==> src/hw/rtl/rffc_pkg.sv <==
`default_nettype none

package rffc_pkg;

    localparam int unsigned MaxPayload = 125;
    localparam int unsigned MaxResults = 4;
    localparam int unsigned CntW       = $clog2(MaxResults + 1);

    localparam logic [15:0] CrcPolyNib = 16'h1081;
    localparam logic [3:0]  NibMask    = 4'hF;

    localparam logic       OP_START   = 1'b0;
    localparam logic       OP_PAYLOAD = 1'b1;

    localparam logic [1:0] ST_OK      = 2'd0;
    localparam logic [1:0] ST_MODE    = 2'd1;
    localparam logic [1:0] ST_STOPPED = 2'd2;
    localparam logic [1:0] ST_LENGTH  = 2'd3;

    localparam logic [1:0] REG_FRAME_TYPE = 2'd0;
    localparam logic [1:0] REG_ENABLED    = 2'd1;

    typedef struct packed {
        logic       opcode;
        logic [7:0] frame_length;
        logic       direct_mode;
        logic [7:0] data_byte;
    } t_in_item;

    typedef struct packed {
        logic [7:0] out_byte;
        logic       byte_valid;
        logic       frame_end;
        logic [1:0] status;
        logic       run_last;
    } t_out_item;

    // one nibble step times 0x1081, reflected
    function automatic logic [15:0] crc_nib(input logic [15:0] crc, input logic [3:0] nib);
        logic [3:0]  q;
        logic [15:0] prod;
        q    = (crc[3:0] ^ nib) & NibMask;
        prod = ({12'd0, q} << 12) ^ ({12'd0, q} << 7) ^ {12'd0, q};
        return (crc >> 4) ^ (prod & {16{CrcPolyNib != 16'd0}});
    endfunction

    function automatic logic [15:0] crc_fold(input logic [15:0] crc, input logic [7:0] b);
        return crc_nib(crc_nib(crc, b[3:0]), b[7:4]);
    endfunction

    function automatic t_out_item mk_res(input logic [7:0] b, input logic v,
                                         input logic e, input logic [1:0] st);
        t_out_item r;
        r.out_byte   = b;
        r.byte_valid = v;
        r.frame_end  = e;
        r.status     = st;
        r.run_last   = 1'b0;
        return r;
    endfunction

endpackage

`default_nettype wire

==> src/hw/rtl/radio_frame_framer_crc16_core.sv <==
// latency: first result of an item is shown the cycle after its input transfer
// throughput: one input item per cycle while each item gives at most one result and the
//   output is ready; an item giving more results holds the input while the result buffer drains
// reset: synchronous active-low i_rst_n clears config registers, frame state, crc and buffer count
`default_nettype none

module radio_frame_framer_crc16_core
    import rffc_pkg::*;
(
    input  wire logic      i_clk,
    input  wire logic      i_rst_n,
    input  wire logic      i_cfg_valid,
    output logic           o_cfg_ready,
    input  wire logic [1:0] i_cfg_index,
    input  wire logic [7:0] i_cfg_data,
    input  wire logic      i_in_valid,
    output logic           o_in_ready,
    input  wire t_in_item  i_in_data,
    output logic           o_out_valid,
    input  wire logic      i_out_ready,
    output t_out_item      o_out_data
);

    logic [7:0]  r_frame_type;
    logic        r_enabled;
    logic [15:0] r_crc,       n_crc;
    logic [7:0]  r_left,      n_left;
    logic        r_in_frame,  n_in_frame;
    logic        r_dropping,  n_dropping;
    logic [CntW-1:0] r_cnt;
    t_out_item   r_buf [MaxResults];

    t_out_item   res [MaxResults];
    logic [CntW-1:0] res_n;
    logic [1:0]  st;
    logic [7:0]  left_dec;
    logic        acc, pop;

    assign o_cfg_ready = 1'b1;
    assign o_out_valid = (r_cnt != '0);
    assign o_out_data  = r_buf[0];
    assign pop         = o_out_valid && i_out_ready;
    assign o_in_ready  = (r_cnt == '0) || ((r_cnt == CntW'(1)) && i_out_ready);
    assign acc         = i_in_valid && o_in_ready;
    assign left_dec    = r_left - 8'd1;

    always_comb begin
        n_crc      = r_crc;
        n_left     = r_left;
        n_in_frame = r_in_frame;
        n_dropping = r_dropping;
        res_n      = '0;
        st         = ST_OK;
        for (int k = 0; k < MaxResults; k++) begin
            res[k] = mk_res(8'd0, 1'b0, 1'b0, ST_OK);
        end
        if (i_in_data.opcode == OP_START) begin
            n_in_frame = 1'b0;
            n_dropping = 1'b0;
            n_crc      = 16'd0;
            n_left     = i_in_data.frame_length;
            if (!i_in_data.direct_mode) begin
                st = ST_MODE;
            end else if (!r_enabled) begin
                st = ST_STOPPED;
            end else if (i_in_data.frame_length > 8'(MaxPayload)) begin
                st = ST_LENGTH;
            end
            if (st != ST_OK) begin
                res[0]     = mk_res(8'd0, 1'b0, 1'b0, st);
                res_n      = CntW'(1);
                n_dropping = (i_in_data.frame_length != 8'd0);
            end else begin
                res[0] = mk_res(r_frame_type, 1'b1, 1'b0, ST_OK);
                res[1] = mk_res(i_in_data.frame_length + 8'd2, 1'b1, 1'b0, ST_OK);
                if (i_in_data.frame_length == 8'd0) begin
                    res[2] = mk_res(8'd0, 1'b1, 1'b0, ST_OK);
                    res[3] = mk_res(8'd0, 1'b1, 1'b1, ST_OK);
                    res_n  = CntW'(4);
                end else begin
                    res_n      = CntW'(2);
                    n_in_frame = 1'b1;
                end
            end
        end else if (r_in_frame) begin
            n_crc  = crc_fold(r_crc, i_in_data.data_byte);
            n_left = left_dec;
            res[0] = mk_res(i_in_data.data_byte, 1'b1, 1'b0, ST_OK);
            res_n  = CntW'(1);
            if (left_dec == 8'd0) begin
                res[1]     = mk_res(n_crc[7:0], 1'b1, 1'b0, ST_OK);
                res[2]     = mk_res(n_crc[15:8], 1'b1, 1'b1, ST_OK);
                res_n      = CntW'(3);
                n_in_frame = 1'b0;
            end
        end else if (r_dropping) begin
            n_left = left_dec;
            if (left_dec == 8'd0) begin
                n_dropping = 1'b0;
            end
        end
        for (int k = 0; k < MaxResults; k++) begin
            res[k].run_last = (res_n == CntW'(k + 1));
        end
    end

    always_ff @(posedge i_clk) begin
        if (!i_rst_n) begin
            r_frame_type <= 8'd0;
            r_enabled    <= 1'b0;
            r_crc        <= 16'd0;
            r_left       <= 8'd0;
            r_in_frame   <= 1'b0;
            r_dropping   <= 1'b0;
            r_cnt        <= '0;
        end else begin
            if (i_cfg_valid) begin
                if (i_cfg_index == REG_FRAME_TYPE) begin
                    r_frame_type <= i_cfg_data;
                end else if (i_cfg_index == REG_ENABLED) begin
                    r_enabled <= i_cfg_data[0];
                end
            end
            if (acc) begin
                r_crc      <= n_crc;
                r_left     <= n_left;
                r_in_frame <= n_in_frame;
                r_dropping <= n_dropping;
                r_cnt      <= res_n;
            end else if (pop) begin
                r_cnt <= r_cnt - CntW'(1);
            end
        end
    end

    // result buffer, head at entry 0
    always_ff @(posedge i_clk) begin
        if (acc) begin
            for (int k = 0; k < MaxResults; k++) begin
                r_buf[k] <= res[k];
            end
        end else if (pop) begin
            for (int k = 0; k < MaxResults - 1; k++) begin
                r_buf[k] <= r_buf[k + 1];
            end
        end
    end

    a_cnt_range: assert property (@(posedge i_clk) disable iff (!i_rst_n)
        r_cnt <= CntW'(MaxResults))
        else $error("result count out of range");

    a_status_result: assert property (@(posedge i_clk) disable iff (!i_rst_n)
        (o_out_valid && o_out_data.status != ST_OK) |->
        (!o_out_data.byte_valid && o_out_data.run_last))
        else $error("status result carries a byte or is not last");

    a_state_excl: assert property (@(posedge i_clk) disable iff (!i_rst_n)
        !(r_in_frame && r_dropping))
        else $error("frame open while dropping");

    a_payload_out: assert property (@(posedge i_clk) disable iff (!i_rst_n)
        (acc && i_in_data.opcode == OP_PAYLOAD && r_in_frame) |=>
        (o_out_valid && o_out_data.byte_valid))
        else $error("payload transfer gave no byte");

endmodule

`default_nettype wire
==> config.mk <==
export PLATFORM = sky130hd
export DESIGN_NAME = radio_frame_framer_crc16_core
export DESIGN_NICKNAME = d
export VERILOG_FILES = /design/src/hw/rtl/rffc_pkg.sv /design/src/hw/rtl/radio_frame_framer_crc16_core.sv
export SDC_FILE = /design/constraint.sdc
export NUM_CORES = 1
export LEC_CHECK = 0
export ABC_AREA = 0
export BUFFER_PORTS_ARGS = -buffer_cell sky130_fd_sc_hd__buf_2
export CELL_PAD_IN_SITES_DETAIL_PLACEMENT = 1
export CELL_PAD_IN_SITES_GLOBAL_PLACEMENT = 2
export CORE_MARGIN = 5
export CORE_UTILIZATION = 33
export DETAILED_ROUTE_END_ITERATION = 10
export GPL_TIMING_DRIVEN = 1
export PLACE_DENSITY_LB_ADDON = 0.25
export SETUP_SLACK_MARGIN = 0.02
export SYNTH_ARGS = -nofsm -noshare
export SYNTH_HDL_FRONTEND = slang
export SYNTH_SLANG_ARGS = --single-unit
==> constraint.sdc <==
create_clock -name i_clk -period 2 [get_ports i_clk]
set_input_delay 0.4 -clock i_clk [delete_from_list [all_inputs] [get_ports i_clk]]
set_output_delay 0.4 -clock i_clk [all_outputs]
set_load 0.05 [all_outputs]
==> flow_metrics.env, run 1 <==
export IMPL_ys_warn_count=0
export IMPL_critical_path_arrival_ps=2350
export IMPL_multiInputGateArea_mm2=0.00201
export IMPL_grt_overflow_total=0
export IMPL_row_count=39
export IMPL_setup_slack_ps=-148
export IMPL_clk_path_buf_depth=2
export IMPL_clock_latency_ps=330
export IMPL_r2r_slack_ps=-150
export IMPL_fp_dieH_um=118
export IMPL_crit_start="r_left[0]"
export IMPL_ys_types=56
export IMPL_crit_end="r_buf[2][12]"
export IMPL_cp_max_fo=8
export IMPL_postLayoutCellArea_mm2=0.00500
export IMPL_use_met3=0.0380
export IMPL_cts_tree="built"
export IMPL_io_pins=49
export IMPL_syn_instance_count=393
export IMPL_maxSlewViolCount=0
export IMPL_rsz0062_at_grt="yes"
export IMPL_timing_rr_start="r_left[0]"
export IMPL_numCtsBuffers=9
export IMPL_synth_area_per_cell_um2=9.81
export IMPL_postCtsHoldBufs=0
export IMPL_slew_headroom=0.597
export IMPL_place_area_mm2=0.00450
export IMPL_netlist_area_mm2=0.00385
export IMPL_grt_util_met2=0.275
export IMPL_seqCellArea_mm2=0.00188
export IMPL_antenna_found_initial=0
export IMPL_detailedRoute_firstPassIterationCount=4
export IMPL_path_clk_slew_ps=60
export IMPL_grt_max_degree=36
export IMPL_routed_wl_um=11700
export IMPL_nFillCells=1320
export IMPL_cp_slowest_cell="or3_4"
export IMPL_p_total_mw=7.56
export IMPL_required_ps=2200
export IMPL_drv_cap=0
export IMPL_gp_congestion=0.816
export IMPL_grt_pass1_wl_um=18400
export IMPL_crit_path_max_incr_delay_ps=410
export IMPL_skew_ps=4.56
export IMPL_end_kind="flip-flop"
export IMPL_p_leak_nw=1.94
export IMPL_first_global_vias=3385
export IMPL_core_mm2=0.0114
export IMPL_root_buffer="clkbuf_16"
export IMPL_critPathLaunchType="flip-flop"
export IMPL_grt_busiest_layer="met2"
export IMPL_routed_via_count=3247
export IMPL_cts_sinks=75
export IMPL_fmax_ghz=0.465
export IMPL_insertedDiodeCount=0
export IMPL_fin_util=0.438
export IMPL_holdCritPathClass="in -> reg"
export IMPL_die_area_mm2=0.0139
export IMPL_hpwl_um=8440
export IMPL_start_util=0.337
export IMPL_nets=515
export IMPL_grtUsageMet1=0.223
export IMPL_ys_seq_elements=75
export IMPL_worstRegToRegCells=7
export IMPL_critPathKind="reg -> reg"
export IMPL_syn_to_final_growth_pct=29.7
export IMPL_htreeDepth=3
export IMPL_hold_violations=0
export IMPL_drcViolationCount=0
export IMPL_crit_chain="buf_6, o31a_1, nor4_4, o31ai_2, or3_4, buf_12, nor2b_1"
export IMPL_worst_pin_slew_ps=603
export IMPL_violations="setup timing"
export IMPL_outcome="finished, violations left"
export IMPL_synth_ff_type="dfxtp_1"
export IMPL_synth_edf_count=37
export IMPL_detail_route_antenna_nets=0
export IMPL_die_w_um=118
export IMPL_synth_fp_nets=432
export IMPL_fin_crit_sh=1.07
export IMPL_synth_top_area_share=0.288
export IMPL_layout_common_cells="49 x nor2_1, 48 x buf_2, 40 x buf_4, 37 x edfxtp_1, 35 x dfxtp_1"
export IMPL_r2r_end="r_buf[2][12]"
export IMPL_yosysTopAreaCell="edfxtp_1"
export IMPL_wl_per_cell_um=18.7
export IMPL_synthTopCellsByArea="edfxtp_1 29%, dfxtp_1 20%, xnor2_1 5.2%"
export IMPL_io_buffers=47
export IMPL_peakVddDrop_mv=0.821
export IMPL_drt_iter0_markers=156
export IMPL_layout_commonest_cell="nor2_1"
export IMPL_final_layout_size_suffix_gt1_frac=0.314
export IMPL_ys_seq_area_frac=0.486
export IMPL_min_period_ps=2150
export IMPL_grt_use_total=0.167
export IMPL_vias_per_cell=5.20
export IMPL_setup_viol_count_final=15
export IMPL_ys_async_sr_fraction=0
export IMPL_p_per_area_mw_per_mm2=1510
layout make-up:
class,count,share of cell area
clock inverters,7,0.00901
clock buffers,9,0.0451
multi-input cells,283,0.402
inverters,14,0.0110
well taps,143,0.0358
repair buffers,93,0.121
flip-flops and latches,75,0.376
Yosys cell counts, types with 10 or more instances:
library cell,instances
inv_1,12
a22oi_1,11
xnor2_1,23
clkbuf_1,17
a21oi_1,20
nand2_1,32
nand3_1,10
dfxtp_1,38
o21ai_0,13
nor2_1,52
mux2i_1,10
edfxtp_1,37
cell families after synthesis:
group / count (synthesis) / synth area share
simple gates: 144 / 0.194
mux: 10 / 0.0260
xor+xnor: 31 / 0.0705
flops: 75 / 0.486
other cells: 1 / 0.000973
compound gates: 91 / 0.165
buf+inv: 35 / 0.0390
fa+ha+maj: 6 / 0.0195
worst min path at each step:
| stage | start | cells after the start | endpoint | slack, ps |
|---|---|---|---|---|
| after floorplan | r_crc[4] | 2 | r_crc[4] | 450 |
| after global placement | r_crc[5] | 2 | r_crc[5] | 450 |
| after detailed placement | r_crc[7] | 2 | r_crc[7] | 460 |
| after CTS | i_cfg_data[4] | 3 | r_frame_type[4] | 290 |
| after global routing | i_cfg_data[3] | 3 | r_frame_type[3] | 310 |
| final | i_cfg_data[4] | 3 | r_frame_type[4] | 300 |
sequential cells by signal, summed over array words and instances, names as in the netlist:
signal and flops:
r_crc 16, r_buf 37, r_left 8, r_frame_type 8
r_dropping 1, r_in_frame 1, r_enabled 1, r_cnt 3
per-layer routing:
layer  wire length, µm  up-vias
li1                  -     1582
met1              5440     1609
met2              5760       48
met3               403        8
met4                79        0
met5                 0        -
stage by stage:
| step | TNS (ps) | hold slack (ps) | setup WS, ps | std cells |
|---|---|---|---|---|
| floorplan | -0.599 | 448 | -0.409 | 393 |
| detailed placement | -1680 | 463 | -182 | 603 |
| global route | -2700 | 309 | -238 | 624 |
| global placement | -235 | 454 | -65.5 | 603 |
| CTS | -2100 | 293 | -186 | 622 |
| finish | -1570 | 300 | -148 | 624 |
timing repair:
item	CTS	global route
setup buffers	4	3
gates resized for setup	29	19
pin swaps	8	10
endpoints found under the setup margin	29	90
cloned	0	1
where the power goes:
part | switching, mW | leakage, nW | internal, mW
clock network | 0.642 | 0.135 | 0.834
logic | 2.25 | 1.12 | 1.23
registers | 0.268 | 0.684 | 2.33
total | 3.16 | 1.94 | 4.40
critical path: cells and delay by family (launching register included):
family | cells | cell delay [ps]
buffers and inverters | 2 | 290
AND/OR/NAND/NOR | 3 | 920
AO/OA/AOI/OAI | 2 | 440
flip-flops | 1 | 360
No activity file was read; power rests on OpenSTA's default activity.
==> run 2, diff against run 1 <==
--- a/config.mk
+++ b/config.mk
@@ -7,6 +7,7 @@
 export LEC_CHECK = 0
 export ABC_AREA = 0
 export BUFFER_PORTS_ARGS = -buffer_cell sky130_fd_sc_hd__buf_2
+export CAP_MARGIN = 20
 export CELL_PAD_IN_SITES_DETAIL_PLACEMENT = 1
 export CELL_PAD_IN_SITES_GLOBAL_PLACEMENT = 2
 export CORE_MARGIN = 5
@@ -14,6 +15,7 @@
 export DETAILED_ROUTE_END_ITERATION = 10
 export GPL_TIMING_DRIVEN = 1
 export PLACE_DENSITY_LB_ADDON = 0.25
+export RECOVER_POWER = 25
 export SETUP_SLACK_MARGIN = 0.02
 export SYNTH_ARGS = -nofsm -noshare
 export SYNTH_HDL_FRONTEND = slang
==> run 2 against run 1 <==
The run still ends with setup timing left. Sequential share of layout area up 0.20 points. Via count up 0.77%. Non-clock buffer count unchanged. Register-to-register slack about the same. Core utilization down 0.26 points. Combinational power down 1%. Sequential cell count unchanged. Worst hold slack about the same. Worst setup slack worse by 1.6 ps. Clock-buffer cell count unchanged.
==> flow_metrics.env, run 2 (same netlist as run 1, synthesis figures left out) <==
export IMPL_outcome="finished, violations left"
export IMPL_violations="setup timing"
export IMPL_clkPwrFrac=0.197
export IMPL_layout_common_cells="49 x nor2_1, 37 x buf_4, 37 x edfxtp_1, 36 x dfxtp_1, 34 x buf_2"
export IMPL_layout_commonest_cell="nor2_1"
export IMPL_maxSlewViolCount=0
export IMPL_end_kind="flip-flop"
export IMPL_detailedRoute_firstPassIterationCount=4
export IMPL_die_area_mm2=0.0139
export IMPL_drv_cap=0
export IMPL_setup_slack_ps=-150
export IMPL_detail_route_antenna_nets=0
export IMPL_routed_wl_um=11700
export IMPL_antenna_found_initial=0
export IMPL_cp_slowest_cell="or3_4"
export IMPL_die_w_um=118
export IMPL_setup_viol_count_final=17
export IMPL_htreeDepth=3
export IMPL_core_mm2=0.0114
export IMPL_worst_pin_slew_ps=1340
export IMPL_path_clk_slew_ps=60
export IMPL_p_total_mw=7.52
export IMPL_cts_tree="built"
export IMPL_largest_reg_flops=37
export IMPL_critical_path_arrival_ps=2350
export IMPL_clock_latency_ps=330
export IMPL_fin_crit_sh=1.08
export IMPL_final_layout_size_suffix_gt1_frac=0.279
export IMPL_nFillCells=1319
export IMPL_row_count=39
export IMPL_skew_ps=5.16
export IMPL_io_pins=49
export IMPL_multiInputGateArea_mm2=0.00201
export IMPL_wl_per_cell_um=18.8
export IMPL_p_per_area_mw_per_mm2=1510
export IMPL_hpwl_um=8440
export IMPL_cts_sinks=75
export IMPL_critPathLaunchType="flip-flop"
export IMPL_peakVddDrop_mv=0.814
export IMPL_seqCellArea_mm2=0.00188
export IMPL_reg_largest_list="r_buf (37), r_crc (16)"
export IMPL_first_global_vias=3385
export IMPL_drcViolationCount=0
export IMPL_vias_per_cell=5.24
export IMPL_io_buffers=47
export IMPL_gp_congestion=0.816
export IMPL_min_period_ps=2150
export IMPL_seq_power_share=0.346
export IMPL_grt_overflow_total=0
export IMPL_regMostFlops="r_buf"
export IMPL_netSwitchingFraction=0.422
export IMPL_holdCritPathClass="in -> reg"
export IMPL_numCtsBuffers=9
export IMPL_root_buffer="clkbuf_16"
export IMPL_insertedDiodeCount=0
export IMPL_start_util=0.337
export IMPL_crit_chain="buf_6, o31a_1, nor4_4, o31ai_2, or3_4, buf_12, nor2b_1"
export IMPL_nets=515
export IMPL_fmax_ghz=0.465
export IMPL_worst_path_buf_inv=2
export IMPL_routed_via_count=3272
export IMPL_crit_path_max_incr_delay_ps=410
export IMPL_drt_iter0_markers=159
export IMPL_required_ps=2200
export IMPL_cp_max_fo=8
export IMPL_syn_to_final_growth_pct=28.9
export IMPL_critPathKind="reg -> reg"
export IMPL_pwr_share_comb=0.457
export IMPL_p_int_mw=4.34
export IMPL_rsz0062_at_grt="yes"
export IMPL_grt_max_degree=36
export IMPL_clk_path_buf_depth=2
export IMPL_cpLargestDelayFamily="simple AND/OR/NAND/NOR gates"
export IMPL_fin_tns_setup_ps=-1610
export IMPL_grt_pass1_wl_um=18400
export IMPL_fp_dieH_um=118
export IMPL_p_leak_nw=1.89
export IMPL_p_sw_mw=3.17
export IMPL_hold_violations=0
export IMPL_grt_use_total=0.167
export IMPL_slew_headroom=0.108
==> run 2: worst paths after layout <==
kind	endpoint	from	slack (ps)	cells past startpoint
worst max-delay path	r_buf[2][12]	r_left[0]	-150	7
worst max register to register	r_buf[2][12]	r_left[0]	-150	7
worst min register to register	r_crc[2]	r_crc[2]	470	2
worst min-delay path	r_frame_type[4]	i_cfg_data[4]	300	3
==> run 2: worst min-delay path, cell delays in order <==
cell and delay, ps:
buf_2 80, mux2i_1 50, nor2_1 70
==> run 2: per-stage QoR <==
step            util  area [µm²]  std cells  setup slack, ps  hold WS, ps
2_1_floorplan      -        3880        393           -0.409          448
3_3_place_gp   0.394        4500        603            -65.5          454
3_5_place_dp   0.394        4500        603             -182          463
4_1_cts        0.431        4920        622             -186          293
5_1_grt        0.435        4970        624             -238          309
6_report       0.435        4970        624             -150          300
==> run 2: layer usage <==
layer | global-route usage | share of wire
met5 | 0 | 0
met4 | 0.0351 | 0.0067
met3 | 0.0380 | 0.032
met2 | 0.275 | 0.49
met1 | 0.223 | 0.47
==> run 2: layout make-up <==
class / instances / area share
Sequential cell: 75 / 0.378
Multi-Input combinational cell: 283 / 0.405
Clock buffer: 9 / 0.0453
Tap cell: 143 / 0.0360
Inverter: 14 / 0.0108
Clock inverter: 7 / 0.00907
Timing Repair Buffer: 93 / 0.116
==> run 2: power by group through the flow <==
stage	clock, mW	combinational [mW]	sequential (mW)
finish	1.48	3.43	2.60
global route	1.59	3.72	2.66
CTS	1.52	3.39	2.59
detailed placement	0	3.27	2.61
global placement	0	3.21	2.59
floorplan	0	1.74	3.01
==> run 2: repair_timing <==
action / 4_1_cts / 5_1_grt
pin swaps: 8 / 10
cloned: 0 / 1
hold buffers: 0 / 0
setup endpoints to repair: 29 / 90
gates resized for setup: 29 / 19
buffers inserted: 4 / 3
==> run 3, diff against run 2 <==
--- a/config.mk
+++ b/config.mk
@@ -8,10 +8,10 @@
 export ABC_AREA = 0
 export BUFFER_PORTS_ARGS = -buffer_cell sky130_fd_sc_hd__buf_2
 export CAP_MARGIN = 20
-export CELL_PAD_IN_SITES_DETAIL_PLACEMENT = 1
-export CELL_PAD_IN_SITES_GLOBAL_PLACEMENT = 2
+export CELL_PAD_IN_SITES_DETAIL_PLACEMENT = 0
+export CELL_PAD_IN_SITES_GLOBAL_PLACEMENT = 1
 export CORE_MARGIN = 5
-export CORE_UTILIZATION = 33
+export CORE_UTILIZATION = 40
 export DETAILED_ROUTE_END_ITERATION = 10
 export GPL_TIMING_DRIVEN = 1
 export PLACE_DENSITY_LB_ADDON = 0.25
==> run 3 against run 2 <==
The flow still finishes with violations (setup timing). Worst setup slack gained 64 ps. Fmax grew 3.1%. Sequential share of layout area grew 0.51 points. Final area shrank 1.3%. Via count shrank 1.8%. Wire length shrank 9.2%. Critical endpoint unchanged. Largest power group unchanged.
==> flow_metrics.env, run 3 (same netlist as run 1, synthesis figures left out) <==
export IMPL_outcome="finished, violations left"
export IMPL_violations="setup timing"
export IMPL_regMostFlops="r_buf"
export IMPL_critPathKind="reg -> reg"
export IMPL_worstRegToRegCells=7
export IMPL_clock_latency_ps=350
export IMPL_row_count=35
export IMPL_hp_start="i_cfg_data[3]"
export IMPL_fp_dieH_um=108
export IMPL_end_kind="flip-flop"
export IMPL_timing_rr_start="r_left[1]"
export IMPL_place_area_mm2=0.00448
export IMPL_grt_use_total=0.181
export IMPL_die_w_um=108
export IMPL_holdCritPathClass="in -> reg"
export IMPL_critPathLaunchType="flip-flop"
export IMPL_fin_util=0.526
export IMPL_routed_wl_um=10700
export IMPL_skew_ps=7.35
export IMPL_die_area_mm2=0.0117
export IMPL_reg_largest_list="r_buf (37), r_crc (16)"
export IMPL_syn_to_final_growth_pct=27.3
export IMPL_hold_violations=0
export IMPL_grt_overflow_total=0
export IMPL_start_util=0.413
export IMPL_first_global_vias=3088
export IMPL_gp_congestion=0.878
export IMPL_fin_crit_sh=1.04
export IMPL_setup_slack_ps=-85.9
export IMPL_drcViolationCount=0
export IMPL_grt_max_degree=36
export IMPL_fmax_ghz=0.479
export IMPL_p_leak_nw=1.87
export IMPL_detailedRoute_firstPassIterationCount=4
export IMPL_p_per_area_mw_per_mm2=1460
export IMPL_rsz0062_at_grt="yes"
export IMPL_wl_met3_um=424
export IMPL_clk_path_buf_depth=2
export IMPL_root_buffer="clkbuf_8"
export IMPL_io_pins=49
export IMPL_worst_pin_slew_ps=843
export IMPL_setup_viol_count_final=14
export IMPL_cts_sinks=75
export IMPL_drv_cap=0
export IMPL_grt_pass1_wl_um=16100
export IMPL_io_buffers=47
export IMPL_routed_via_count=3212
export IMPL_core_mm2=0.00933
export IMPL_htreeDepth=3
export IMPL_postLayoutCellArea_mm2=0.00490
export IMPL_hold_depth=3
export IMPL_numCtsBuffers=9
export IMPL_postCtsHoldBufs=0
export IMPL_detail_route_antenna_nets=0
export IMPL_largest_reg_flops=37
export IMPL_wl_per_cell_um=17.4
export IMPL_antenna_found_initial=0
export IMPL_r2r_end="r_buf[2][12]"
export IMPL_maxSlewViolCount=0
export IMPL_peakVddDrop_mv=0.509
export IMPL_hold_end="r_frame_type[3]"
export IMPL_cts_tree="built"
export IMPL_required_ps=2210
export IMPL_path_clk_slew_ps=80
export IMPL_final_layout_size_suffix_gt1_frac=0.276
export IMPL_nets=516
export IMPL_min_period_ps=2090
export IMPL_drt_iter0_markers=210
export IMPL_insertedDiodeCount=0
export IMPL_layout_common_cells="49 x nor2_1, 38 x buf_4, 37 x edfxtp_1, 35 x dfxtp_1, 34 x buf_2"
export IMPL_r2r_slack_ps=-90
export IMPL_m1WireLength_um=4920
export IMPL_cp_max_fo=8
export IMPL_vias_per_cell=5.26
export IMPL_layout_commonest_cell="nor2_1"
export IMPL_top_layer="met4"
export IMPL_wl_met2_um=5060
export IMPL_slew_headroom=0.438
export IMPL_p_total_mw=7.16
export IMPL_critical_path_arrival_ps=2290
export IMPL_hpwl_um=7390
[run 3: cell count changes in the layout (fill, tap and decap cells not counted), moves of 2 or more]
cell,previous run,this run
inv_2,2,0
o221ai_1,2,0
clkbuf_1,16,19
inv_1,10,12
o221ai_2,0,2
clkinv_2,4,1
clkbuf_16,9,2
clkbuf_8,0,10
[run 3: metal layers]
metal	vias up	track usage
met1	1541	0.251
met4	0	0.0730
met3	17	0.0293
met5	-	0
li1	1587	-
met2	67	0.282
[run 3: how the worst max path moves through the flow]
| stage | endpoint | startpoint | slack (ps) |
|---|---|---|---|
| after global routing | r_buf[1][12] | r_left[1] | -160 |
| after detailed placement | r_buf[1][12] | r_left[1] | -120 |
| after floorplan | r_crc[7] | r_cnt[0] | -0.4 |
| after CTS | r_buf[1][7] | r_left[1] | -70 |
| after global placement | r_buf[1][12] | r_left[1] | -60 |
| final | r_buf[2][12] | r_left[1] | -90 |
[run 3: repair_timing]
action | in CTS | in global routing
resized for setup | 19 | 30
cloned | 0 | 1
pin swaps | 3 | 7
setup endpoints to repair | 16 | 76
setup buffers | 3 | 5
hold endpoints to repair | 0 | 0
[run 3: worst max-delay path: stages (launching register included)]
cell and delay [ps]:
dfxtp_2 350, buf_6 110, o31a_1 310, nor4_4 380
o31ai_2 130, or3_4 370, buf_12 160, nor2b_1 120
[run 3: power breakdown]
| part | internal (mW) | switching [mW] | total, mW |
|---|---|---|---|
| Sequential | 2.33 | 0.261 | 2.59 |
| Clock | 0.638 | 0.584 | 1.22 |
| Combinational | 1.16 | 2.19 | 3.35 |
| Total | 4.12 | 3.04 | 7.16 |
[run 3: layout make-up]
| cell class | count | area [µm²] |
|---|---|---|
| inverter | 14 | 55.1 |
| clock buffer | 14 | 195 |
| multi-input combinational | 283 | 2020 |
| clock inverter | 2 | 13.8 |
| fill | 874 | 4420 |
| timing repair buffer | 94 | 578 |
| sequential | 75 | 1880 |
| tap | 129 | 161 |
[run 3: through the flow]
stage	setup TNS (ps)	hold WS (ps)	worst slack [ps]	std cells
after floorplan	-0.599	448	-0.409	393
after global placement	-94.4	456	-56.0	588
after detailed placement	-550	459	-121	588
after CTS	-476	271	-73.1	607
after global routing	-1950	283	-158	611
final	-696	280	-85.9	611
